<file path="src/bfa_pkg.sv">
// Shared types and constants for the bitmap first-fit allocator.
`timescale 1ns / 1ps

package bfa_pkg;

   // Default pool depth and the reset value of the managed-cell register.
   localparam int POOL_CELLS_DEF = 64;
   localparam logic [6:0] CELLS_RESET = 7'd64;
   // Largest managed-cell count the 7-bit register can name.
   localparam int CELLS_MAX = 127;

   typedef enum logic {
      CMD_REQUEST = 1'b0,
      CMD_RELEASE = 1'b1
   } command_type;

   typedef enum logic [1:0] {
      STAT_GRANTED  = 2'd0,
      STAT_NOMEM    = 2'd1,
      STAT_TOOBIG   = 2'd2,
      STAT_RELEASED = 2'd3
   } status_type;

   typedef struct packed {
      command_type command;
      logic [5:0]  start_index;
      logic [6:0]  block_size;
   } req_type;

   typedef struct packed {
      status_type status;
      logic [5:0] granted_start;
      logic [6:0] free_cells;
   } rsp_type;

   typedef enum logic [2:0] {
      ST_CLEAR,
      ST_IDLE,
      ST_SCAN,
      ST_MARK,
      ST_RESP
   } state_type;

   // Controller to datapath.
   typedef struct packed {
      logic clear_en;
      logic start;
      logic scan_en;
      logic mark_en;
      logic load_rsp;
   } cmd_type;

   // Datapath to controller.
   typedef struct packed {
      logic clear_done;
      logic scan_done;
      logic grant_mark;
      logic mark_done;
   } sts_type;

endpackage

</file>
<file path="src/bfa_ctrl.sv">
// Controller state machine of the bitmap first-fit allocator.
`timescale 1ns / 1ps

module bfa_ctrl (
   input  logic            clock,
   input  logic            reset,
   input  logic            req_valid,
   output logic            req_ready,
   output logic            rsp_valid,
   input  logic            rsp_ready,
   output bfa_pkg::cmd_type cmd,
   input  bfa_pkg::sts_type sts
);
   import bfa_pkg::*;

   state_type state_ff;
   state_type state_in;
   logic      rsp_valid_ff;
   logic      rsp_valid_in;
   logic      out_free;

   assign out_free = !rsp_valid_ff || rsp_ready;

   always_ff @(posedge clock) begin
      if (reset) begin
         state_ff     <= ST_CLEAR;
         rsp_valid_ff <= 1'b0;
      end else begin
         state_ff     <= state_in;
         rsp_valid_ff <= rsp_valid_in;
      end
   end

   always_comb begin
      state_in = state_ff;
      unique case (state_ff)
         ST_CLEAR: begin
            if (sts.clear_done) state_in = ST_IDLE;
         end
         ST_IDLE: begin
            if (req_valid) state_in = ST_SCAN;
         end
         ST_SCAN: begin
            if (sts.scan_done) state_in = sts.grant_mark ? ST_MARK : ST_RESP;
         end
         ST_MARK: begin
            if (sts.mark_done) state_in = ST_RESP;
         end
         ST_RESP: begin
            if (out_free) state_in = ST_IDLE;
         end
         default: state_in = ST_CLEAR;
      endcase
   end

   always_comb begin
      cmd          = '0;
      req_ready    = 1'b0;
      rsp_valid_in = rsp_valid_ff && !rsp_ready;
      unique case (state_ff)
         ST_CLEAR: cmd.clear_en = 1'b1;
         ST_IDLE: begin
            req_ready = 1'b1;
            cmd.start = req_valid;
         end
         ST_SCAN: cmd.scan_en = 1'b1;
         ST_MARK: cmd.mark_en = 1'b1;
         ST_RESP: begin
            if (out_free) begin
               cmd.load_rsp = 1'b1;
               rsp_valid_in = 1'b1;
            end
         end
         default: cmd = '0;
      endcase
   end

   assign rsp_valid = rsp_valid_ff;

endmodule

</file>
<file path="src/bfa_dp.sv">
// Datapath of the bitmap first-fit allocator: occupancy memory, scan and mark logic.
`timescale 1ns / 1ps

module bfa_dp #(
   parameter int MAP_CELLS = bfa_pkg::POOL_CELLS_DEF,
   parameter int CW = $clog2(MAP_CELLS + 1)
) (
   input  logic             clock,
   input  logic             reset,
   input  bfa_pkg::req_type req_data,
   input  logic [CW-1:0]    n_cells,
   input  bfa_pkg::cmd_type cmd,
   output bfa_pkg::sts_type sts,
   output bfa_pkg::rsp_type rsp_data
);
   import bfa_pkg::*;

   localparam int AW = (MAP_CELLS > 1) ? $clog2(MAP_CELLS) : 1;

   // occupancy memory, one bit per cell
   logic map_mem [MAP_CELLS];
   logic rd_data_ff;
   logic wr_en;
   logic [AW-1:0] wr_addr;
   logic wr_bit;

   command_type  cmd_ff;
   logic [5:0]   start_ff;
   logic [6:0]   size_ff;
   logic [CW-1:0] n_ff;

   logic [CW-1:0] iss_ff, iss_in;
   logic          chk_vld_ff, chk_vld_in;
   logic [CW-1:0] chk_idx_ff, chk_idx_in;
   logic          found_ff, found_in;
   logic [AW-1:0] first_ff, first_in;
   logic [CW-1:0] run_ff, run_in;
   logic          run_on_ff, run_on_in;
   logic [CW-1:0] free_ff, free_in;
   logic [6:0]    mark_ff, mark_in;
   logic [AW-1:0] clr_ff, clr_in;
   rsp_type       rsp_ff, rsp_in;

   logic       issue;
   logic [7:0] rng_lo;
   logic [7:0] rng_hi;
   logic       iss_in_rng;
   logic       chk_in_rng;
   logic       cell_free;
   logic       toobig;
   logic       grant_mark;

   always_ff @(posedge clock) begin
      if (wr_en) map_mem[wr_addr] <= wr_bit;
      rd_data_ff <= map_mem[iss_ff[AW-1:0]];
   end

   assign issue      = cmd.scan_en && (iss_ff < n_ff);
   assign rng_lo     = 8'(start_ff);
   assign rng_hi     = rng_lo + 8'(size_ff);
   assign iss_in_rng = (8'(iss_ff) >= rng_lo) && (8'(iss_ff) < rng_hi);
   assign chk_in_rng = (8'(chk_idx_ff) >= rng_lo) && (8'(chk_idx_ff) < rng_hi);
   // a cell inside the release range counts as free; its write races the read
   assign cell_free  = !rd_data_ff || ((cmd_ff == CMD_RELEASE) && chk_in_rng);
   assign toobig     = 8'(size_ff) > 8'(n_ff);
   assign grant_mark = (cmd_ff == CMD_REQUEST) && (size_ff != 7'd0) && !toobig &&
                       found_ff && (8'(run_ff) >= 8'(size_ff));

   always_comb begin
      wr_en   = 1'b0;
      wr_addr = clr_ff;
      wr_bit  = 1'b0;
      priority if (cmd.clear_en) begin
         wr_en = 1'b1;
      end else if (cmd.mark_en) begin
         wr_en   = 1'b1;
         wr_addr = AW'(8'(first_ff) + 8'(mark_ff));
         wr_bit  = 1'b1;
      end else if (issue && (cmd_ff == CMD_RELEASE) && iss_in_rng) begin
         wr_en   = 1'b1;
         wr_addr = iss_ff[AW-1:0];
      end
   end

   always_comb begin
      iss_in     = iss_ff;
      chk_vld_in = issue;
      chk_idx_in = iss_ff;
      found_in   = found_ff;
      first_in   = first_ff;
      run_in     = run_ff;
      run_on_in  = run_on_ff;
      free_in    = free_ff;
      mark_in    = mark_ff;
      clr_in     = cmd.clear_en ? clr_ff + AW'(1) : clr_ff;
      rsp_in     = rsp_ff;

      if (cmd.start) begin
         iss_in     = '0;
         chk_vld_in = 1'b0;
         found_in   = 1'b0;
         first_in   = '0;
         run_in     = '0;
         run_on_in  = 1'b0;
         free_in    = '0;
         mark_in    = '0;
      end else begin
         if (issue) iss_in = iss_ff + CW'(1);
         if (chk_vld_ff) begin
            free_in = free_ff + CW'(cell_free);
            // track the first free cell and the free run that follows it
            if (!found_ff) begin
               if (cell_free) begin
                  found_in  = 1'b1;
                  first_in  = chk_idx_ff[AW-1:0];
                  run_in    = CW'(1);
                  run_on_in = 1'b1;
               end
            end else if (run_on_ff) begin
               if (cell_free) run_in = run_ff + CW'(1);
               else run_on_in = 1'b0;
            end
         end
         if (cmd.mark_en) mark_in = mark_ff + 7'd1;
      end

      if (cmd.load_rsp) begin
         rsp_in.granted_start = '0;
         rsp_in.free_cells    = grant_mark ? 7'(free_ff) - size_ff : 7'(free_ff);
         priority if (cmd_ff == CMD_RELEASE) begin
            rsp_in.status = STAT_RELEASED;
         end else if (toobig) begin
            rsp_in.status = STAT_TOOBIG;
         end else if (size_ff == 7'd0) begin
            rsp_in.status        = STAT_GRANTED;
            rsp_in.granted_start = found_ff ? 6'(first_ff) : 6'd0;
         end else if (grant_mark) begin
            rsp_in.status        = STAT_GRANTED;
            rsp_in.granted_start = 6'(first_ff);
         end else begin
            rsp_in.status = STAT_NOMEM;
         end
      end
   end

   always_ff @(posedge clock) begin
      if (reset) begin
         iss_ff     <= '0;
         chk_vld_ff <= 1'b0;
         found_ff   <= 1'b0;
         run_on_ff  <= 1'b0;
         clr_ff     <= '0;
      end else begin
         iss_ff     <= iss_in;
         chk_vld_ff <= chk_vld_in;
         found_ff   <= found_in;
         run_on_ff  <= run_on_in;
         clr_ff     <= clr_in;
      end
   end

   always_ff @(posedge clock) begin
      if (cmd.start) begin
         cmd_ff   <= req_data.command;
         start_ff <= req_data.start_index;
         size_ff  <= req_data.block_size;
         n_ff     <= n_cells;
      end
      chk_idx_ff <= chk_idx_in;
      first_ff   <= first_in;
      run_ff     <= run_in;
      free_ff    <= free_in;
      mark_ff    <= mark_in;
      rsp_ff     <= rsp_in;
   end

   assign sts.clear_done = (clr_ff == AW'(MAP_CELLS - 1));
   assign sts.scan_done  = (iss_ff == n_ff) && !chk_vld_ff;
   assign sts.grant_mark = grant_mark;
   assign sts.mark_done  = (mark_ff == size_ff - 7'd1);
   assign rsp_data       = rsp_ff;

endmodule

</file>
<file path="src/bitmap_first_fit_allocator.sv">
// Top level of the bitmap first-fit allocator: register, controller and datapath.
`timescale 1ns / 1ps

// Bitmap first-fit allocator. The occupancy map sits in a one-bit-wide memory that is
// read one cell per cycle, so every word walks the managed cells once, and a granted
// request then writes its marked cells one after another. The single memory read port
// sets this pace. After reset the block runs a clearing pass over min(POOL_CELLS, 127)
// cells with req_ready low; csr writes are taken at any time but must only be issued
// while the block is idle. One result word per input word; a finished result waits in
// an output register until taken.

module bitmap_first_fit_allocator #(
   parameter int POOL_CELLS = bfa_pkg::POOL_CELLS_DEF
) (
   input  logic             clock,
   input  logic             reset,
   input  logic             req_valid,
   output logic             req_ready,
   input  bfa_pkg::req_type req_data,
   output logic             rsp_valid,
   input  logic             rsp_ready,
   output bfa_pkg::rsp_type rsp_data,
   input  logic             csr_we,
   input  logic [6:0]       csr_wdata
);
   import bfa_pkg::*;

   localparam int MAP_CELLS = (POOL_CELLS < CELLS_MAX) ? POOL_CELLS : CELLS_MAX;
   localparam int CW = $clog2(MAP_CELLS + 1);

   logic [6:0]    cells_ff;
   logic [6:0]    cells_in;
   logic [6:0]    n_clamp;
   logic [CW-1:0] n_cells;
   cmd_type       cmd;
   sts_type       sts;

   assign cells_in = csr_we ? csr_wdata : cells_ff;

   always_ff @(posedge clock) begin
      if (reset) cells_ff <= CELLS_RESET;
      else cells_ff <= cells_in;
   end

   // clamp to the pool depth
   assign n_clamp = (cells_ff > 7'(MAP_CELLS)) ? 7'(MAP_CELLS) : cells_ff;
   assign n_cells = CW'(n_clamp);

   bfa_ctrl u_ctrl (
      .clock     (clock),
      .reset     (reset),
      .req_valid (req_valid),
      .req_ready (req_ready),
      .rsp_valid (rsp_valid),
      .rsp_ready (rsp_ready),
      .cmd       (cmd),
      .sts       (sts)
   );

   bfa_dp #(
      .MAP_CELLS (MAP_CELLS),
      .CW        (CW)
   ) u_dp (
      .clock    (clock),
      .reset    (reset),
      .req_data (req_data),
      .n_cells  (n_cells),
      .cmd      (cmd),
      .sts      (sts),
      .rsp_data (rsp_data)
   );

endmodule

</file>
<file path="config.mk">
export PLATFORM = sky130hd
export DESIGN_NAME = bitmap_first_fit_allocator
export DESIGN_NICKNAME = d
export VERILOG_FILES = /design/src/bfa_pkg.sv /design/src/bfa_ctrl.sv /design/src/bfa_dp.sv /design/src/bitmap_first_fit_allocator.sv
export SDC_FILE = /design/constraint.sdc
export NUM_CORES = 1
export LEC_CHECK = 0
export BUFFER_PORTS_ARGS = -buffer_cell sky130_fd_sc_hd__buf_2
export CAP_MARGIN = 20
export CORE_ASPECT_RATIO = 0.7
export CORE_MARGIN = 2
export CORE_UTILIZATION = 50
export CTS_BUF_LIST = sky130_fd_sc_hd__clkbuf_4 sky130_fd_sc_hd__clkbuf_8 sky130_fd_sc_hd__clkbuf_16
export CTS_CLUSTER_DIAMETER = 100
export CTS_CLUSTER_SIZE = 30
export DETAILED_ROUTE_END_ITERATION = 10
export PLACE_DENSITY = 0.68
export SLEW_MARGIN = 5
export SYNTH_ARGS = -nofsm -noshare
export SYNTH_HDL_FRONTEND = slang
export SYNTH_SLANG_ARGS = --single-unit
</file>
<file path="constraint.sdc">
create_clock -name clock -period 5.1 [get_ports clock]
set_input_delay 0.255 -clock clock [delete_from_list [all_inputs] [get_ports clock]]
set_output_delay 0.255 -clock clock [all_outputs]
set_load 0.02 [all_outputs]
</file>
# == After elaboration in Yosys (flattened, before gate mapping) ==
# Memory sizes are Yosys's and may differ from the RTL's. A register that Yosys moved wholly into a read port is not among the register bits.
# Cells that the tools add are included.
# totals
ff_bits,97
mem_bits_rw,64
wordCells,125
mem_count,1
# mem_list
memory,depth,width,rd,rd_ports_with_merged_regs,wr,line_no,text
u_dp.map_mem,64,1,1,1,1,bfa_dp.sv:21,logic map_mem [MAP_CELLS];
# op_classes
add_sub_neg,9
n_lt_le_gt_ge,8
n_eq_ne,14
n_mux,41
bitwise,2
reduce_logical,29
# ops
cell,n
two-way mux 7 bit,6
two-way mux 6 bit,5
two-way mux 1 bit,23
"adder 7 x 1 -> 7 bit, second input constant",3
two-way mux 3 bit,6
less-than comparator 7 x 8 -> 1 bit,2
case mux 3 bit (5 select lines),1
== test 7 bit,2
greater-or-equal comparator 7 x 6 -> 1 bit,2
logical AND 1 bit,12
"inequality test 2 bit, second input constant",6
adder 6 x 7 -> 8 bit,1
adder 7 x 1 -> 7 bit,1
greater-or-equal comparator 7 bit,1
greater-than comparator 7 bit,1
"greater-than comparator 7 bit, second input constant",1
zero test 7 bit,1
less-than comparator 7 bit,1
nonzero test 7 bit,1
"subtractor 7 x 1 -> 7 bit, second input constant",1
subtractor 7 bit,1
"adder 6 x 1 -> 6 bit, second input constant",1
adder 6 bit,1
"== test 3 x 2 -> 1 bit, second input constant",2
14 further kinds,21

# == Logic depth before layout (Yosys ltp) ==
# logic_depth
depth_word,10
depth_mapped,18
mapped_depth_nobuf,16

# == By module ==
# Synthesis repeated with hierarchy kept, for this count alone.
# hier_totals
cells_unflattened,813
area_unflattened_um2,8869.8
# modules_own_cells
mod,n_inst,cells_each,area_per_inst_um2
bfa_dp,1,744,8265.4
bfa_ctrl,1,40,304.0
bitmap_first_fit_allocator,1,29,300.3

# == Worst setup path before layout ==
# OpenSTA, ideal clock, no wires.
# synth_path
kind,flip-flop to flip-flop
startpoint,register u_dp.size_ff[0]
endpoint,memory u_dp.map_mem[36] (enable)
arrival_time_ns,3.964
required_time_ns,4.800
slack_ns,0.836
path_stages_with_launch,18
path_buffers,1
path_cell_list,edfxtp_1 -> ha_1 -> fa_1 -> a21o_1 -> a21oi_1 -> o21bai_1 -> a21oi_1 -> xnor2_1 -> ha_1 -> nand3_1 -> a21oi_1 -> a311oi_1 -> and3_1 -> buf_4 -> o32a_1 -> nand2_1 -> or4_4 -> nor2_1
# synth_between
elab_chain_len,9
word_cells_on_any_way,12
cone_classes,add/sub: 1; order compare: 1; mux: 8; reduce/logical: 2
# synth_lines
element,line_no,text
start: declaration,bfa_dp.sv:29,logic [6:0] size_ff;
start signal: assignment,bfa_dp.sv:166,size_ff <= req_data.block_size;
adder 6 x 7 -> 8 bit *,bfa_dp.sv:60,assign rng_hi = rng_lo + 8'(size_ff);
less-than comparator 7 x 8 -> 1 bit *,bfa_dp.sv:61,assign iss_in_rng = (8'(iss_ff) >= rng_lo) && (8'(iss_ff) < rng_hi);
logical AND 1 bit *,bfa_dp.sv:61,
logical AND 1 bit *,bfa_dp.sv:79,end else if (issue && (cmd_ff == CMD_RELEASE) && iss_in_rng) begin
two-way mux 1 bit,bfa_dp.sv:79,
two-way mux 1 bit,bfa_dp.sv:75,end else if (cmd.mark_en) begin
two-way mux 1 bit,bfa_dp.sv:73,priority if (cmd.clear_en) begin
two-way mux 1 bit,bfa_dp.sv:54,if (wr_en) map_mem[wr_addr] <= wr_bit;
two-way mux 1 bit (not written as such),bfa_dp.sv:54,
end: declaration,bfa_dp.sv:21,
# Mark *: on every way between the ends. The rest lies on a longest branch, timed or not.

# == Worst setup path in the final report ==
# layout_path
startpoint,register u_dp.size_ff[0]
endpoint,memory u_dp.map_mem[39] (enable)
# The elaborated chain is that of the path after synthesis.

==> reports/results.tsv <==
metric	value	unit
H-tree depth	4	
Final setup viols	0	
clock sink total	162	
Switching Power	800	µW
DP Area	9260	µm²
Synth cell types	64	
M2 GR Usage	32.4	%
status	complete, no violations	
Site Rows	40	
hold crit path type	in2reg	
Core Box Area	17200	µm²
die area	18700	µm²
root buffer cell	clkbuf_16	
Iter 0 DRT Violations	675	
Finished Layout Cells	1113	
FMAX	209	MHz
Switching Share	26.3	%
Slew HR	40.0	%
grt met3 use	6.60	%
Post-DRT Antenna Nets	0	
worst skew pair latency	440	ps
# diodes	0	
first-pass GRT wire length	34.2	mm
CTS Buf Count	17	
Pleak	3.95	nW
clock power share	40.8	%
Die H	115	µm
RSZ-0062 raised after global routing	no	
number of primary I/O pins	43	
Post-Route WL	21.2	mm
Register-to-Register Path Depth	16	
vias per cell	5.76	
WS Path Type	reg2reg	
GPL Wtd Cong	0.849	
Mapped Nets	914	
minimum clock period	4790	ps
Total GRT Usage	24.3	%
WHS	23.6	ps
WHS Endpoint	cells_ff[6]$_SDFFE_PP1P_	
Logic pwr share	9.7	%
met1 Usage GRT	38.5	%
Least-Margin Pin Slew	900	ps
Seq/Total Area, Yosys	48.2	%
post-CTS setup buffer count	0	
post-DP HPWL	15.2	mm
nets	966	
hold path cells	2	
Hold Path Origin	csr_wdata[6]	
grt total ovfl	0	
crit end category	register	
critical path data required time	5240	ps
Seq cells post-synth	162	
Async SR Flop Fraction	0	%
DRC	0	
Sequential Power Share	49.6	%
clock tree buffer depth	2	
vias in the first global route	6214	
Mapped Cells	817	
first drt pass iteration count	5	
Ys Warns	0	
max_cap viols	0	
Via Count	6412	
synthesized cell area	8810	µm²
Max FO, Critical Path	9	
area delta synth->final	12.8	%
Arr. time, crit path	4930	ps
port bufs	42	
PwrDens	306	nW/µm²
TritonCTS clock tree	built	
Reg-to-Reg Start	u_dp.size_ff[0]$_DFFE_PP_	
Final Hold Vio Count	0	
dominant synthesized flop cell	edfxtp_1	
Chip Width	163	µm
max-slew violations	0	
Worst R2R Setup Slack	310	ps
initial antenna violation count	0	
R2R Path End	u_dp.map_mem[39]$_DFFE_PP_	
Synth top area share	34.1	%
fraction of layout cells with a size suffix above 1	13.2	%
Most Used Layer, Global Route	met1	
Setup Skew	12.3	ps
Initial Utilization	51.2	%
Synth area leaders	edfxtp_1, dfxtp_1, ha_1	
Pint	2.24	mW
Synth area leader	edfxtp_1	
Final Cell Area	9940	µm²
Clock Pin Slew Worst Setup and Hold Paths	70	ps
Post-synth EDFFs	100	
crit path launch type	register	
setup TNS	0	ps
Peak VDD IR	0.147	mV
final worst path period share	94.0	%
drt wl/cell	19.0	µm
Final Power	3.04	mW
largest net degree at the start of global routing	45	
Syn Area/Cell	10.8	µm²
placed cells	1070	
==> placed cells by master, fill, tap and decap left out, drive strengths merged, types with 3 or more instances in the layout <==
| cell type | count |
|---|---|
| dlygate4sd3 | 11 |
| nor2 | 120 |
| nand4 | 16 |
| buf | 51 |
| ha | 68 |
| or3 | 10 |
| a211o | 3 |
| mux4 | 21 |
| a21oi | 44 |
| o211ai | 5 |
| nor4b | 3 |
| o22ai | 5 |
| nor4 | 3 |
| o31ai | 7 |
| nand3 | 15 |
| clkbuf | 18 |
| dfxtp | 62 |
| o21a | 4 |
| nand2 | 53 |
| a31oi | 3 |
| o2111ai | 5 |
| nand2b | 16 |
| and2 | 4 |
| nand3b | 5 |
| a21o | 17 |
| inv | 53 |
| nor3b | 4 |
| mux2i | 12 |
| and4 | 4 |
| xnor2 | 21 |
| nor3 | 9 |
| xor2 | 23 |
| nor2b | 17 |
| fa | 3 |
| o21ai | 31 |
| clkinv | 5 |
| edfxtp | 100 |
==> power by group through the flow <==
stage / Combinational [mW] / Clock (mW) / Sequential (mW)
after global placement: 0.277 / 0 / 1.53
after detailed placement: 0.283 / 0 / 1.53
after CTS: 0.291 / 1.26 / 1.50
final: 0.293 / 1.24 / 1.51
after global routing: 0.335 / 1.31 / 1.51
after floorplan: 0.220 / 0 / 1.50
==> cells by family after synthesis <==
family / synth area share (%)
XOR/XNOR: 4.37
multiplexers: 6.73
flip-flops: 48.2
AND/OR/NAND/NOR: 15.9
adder cells (fa/ha/maj): 10.5
AO/OA/AOI/OAI: 11.2
buffers and inverters: 3.22
==> layer usage <==
layer	wire, µm	share of wire (%)
met1	10800	51
met2	8290	39
met3	1830	8.6
met4	243	1.1
met5	0	0
==> metrics by stage <==
| stage | util, % | setup slack, ps |
|---|---|---|
| finish | 57.7 | 307 |
| detailed placement | 53.8 | 277 |
| global route | 57.7 | 54.9 |
| floorplan | - | 836 |
| global placement | 53.8 | 457 |
| CTS | 57.7 | 262 |
==> worst max-delay path, stage by stage (launching register included) <==
cell,delay (ps)
edfxtp_1,510
ha_1,280
fa_1,410
a21o_1,190
a21oi_1,210
o21bai_1,90
a21oi_1,180
xnor2_1,180
ha_1,320
nand3_1,110
a21oi_1,50
a311oi_1,480
and3_2,400
o32a_1,270
nand2_1,110
or4_4,580
nor2_1,130
==> Yosys cell counts (3+ instances only) <==
library cell / instances
nor2_1: 120
fa_1: 3
o2111ai_1: 5
o21ai_0: 29
dfxtp_1: 62
nand2_1: 53
clkbuf_1: 21
nand2b_1: 16
o211ai_1: 5
and2_1: 4
nor3b_1: 4
buf_1: 5
inv_1: 45
nor2b_1: 17
xor2_1: 23
o21a_1: 4
mux4_2: 21
nand3_1: 15
a211o_1: 3
o31ai_1: 7
a21oi_1: 44
and4_1: 4
nor3_1: 9
ha_1: 68
edfxtp_1: 100
or3_1: 10
mux2i_1: 12
o22ai_1: 5
nand3b_1: 5
xnor2_1: 21
nand4_1: 16
nor4_1: 3
a21o_1: 17
==> final cells by class <==
| type | count | area, µm² |
|---|---|---|
| timing repair buffer | 62 | 388 |
| sequential | 162 | 4240 |
| fill | 1457 | 7280 |
| clock inverter | 14 | 118 |
| inverter | 45 | 169 |
| multi-input combinational | 581 | 4280 |
| clock buffer | 18 | 450 |
| tap | 231 | 289 |
==> timing repair <==
item | CTS | global route
setup endpoints to repair | 0 | 17
hold endpoints to repair | 10 | 1
hold buffers | 10 | 1
resized for setup | 0 | 2
==> worst max-delay path by stage <==
stage / start / slack (ps) / end / cells past startpoint
after floorplan: u_dp.size_ff[0]$_DFFE_PP_ / 840 / u_dp.map_mem[36]$_DFFE_PP_ / 17
after global placement: u_dp.size_ff[0]$_DFFE_PP_ / 460 / u_dp.map_mem[19]$_DFFE_PP_ / 16
after detailed placement: u_dp.size_ff[0]$_DFFE_PP_ / 280 / u_dp.map_mem[27]$_DFFE_PP_ / 16
after CTS: u_dp.size_ff[0]$_DFFE_PP_ / 260 / u_dp.map_mem[27]$_DFFE_PP_ / 16
after global routing: u_dp.size_ff[0]$_DFFE_PP_ / 50 / u_dp.map_mem[37]$_DFFE_PP_ / 16
final: u_dp.size_ff[0]$_DFFE_PP_ / 310 / u_dp.map_mem[39]$_DFFE_PP_ / 16
==> flip-flops by register name (all words and copies together) (netlist names), 3 cells and up <==
name / cells
cells_ff: 7
u_ctrl.state_ff: 3
u_dp.chk_idx_ff: 7
u_dp.chk_idx_in: 7
u_dp.clr_ff: 6
u_dp.first_ff: 6
u_dp.free_ff: 7
u_dp.map_mem: 64
u_dp.mark_ff: 7
u_dp.n_ff: 7
u_dp.rsp_data: 15
u_dp.run_ff: 7
u_dp.size_ff: 7
u_dp.start_ff: 6
Power figures use the tool's default switching activity.
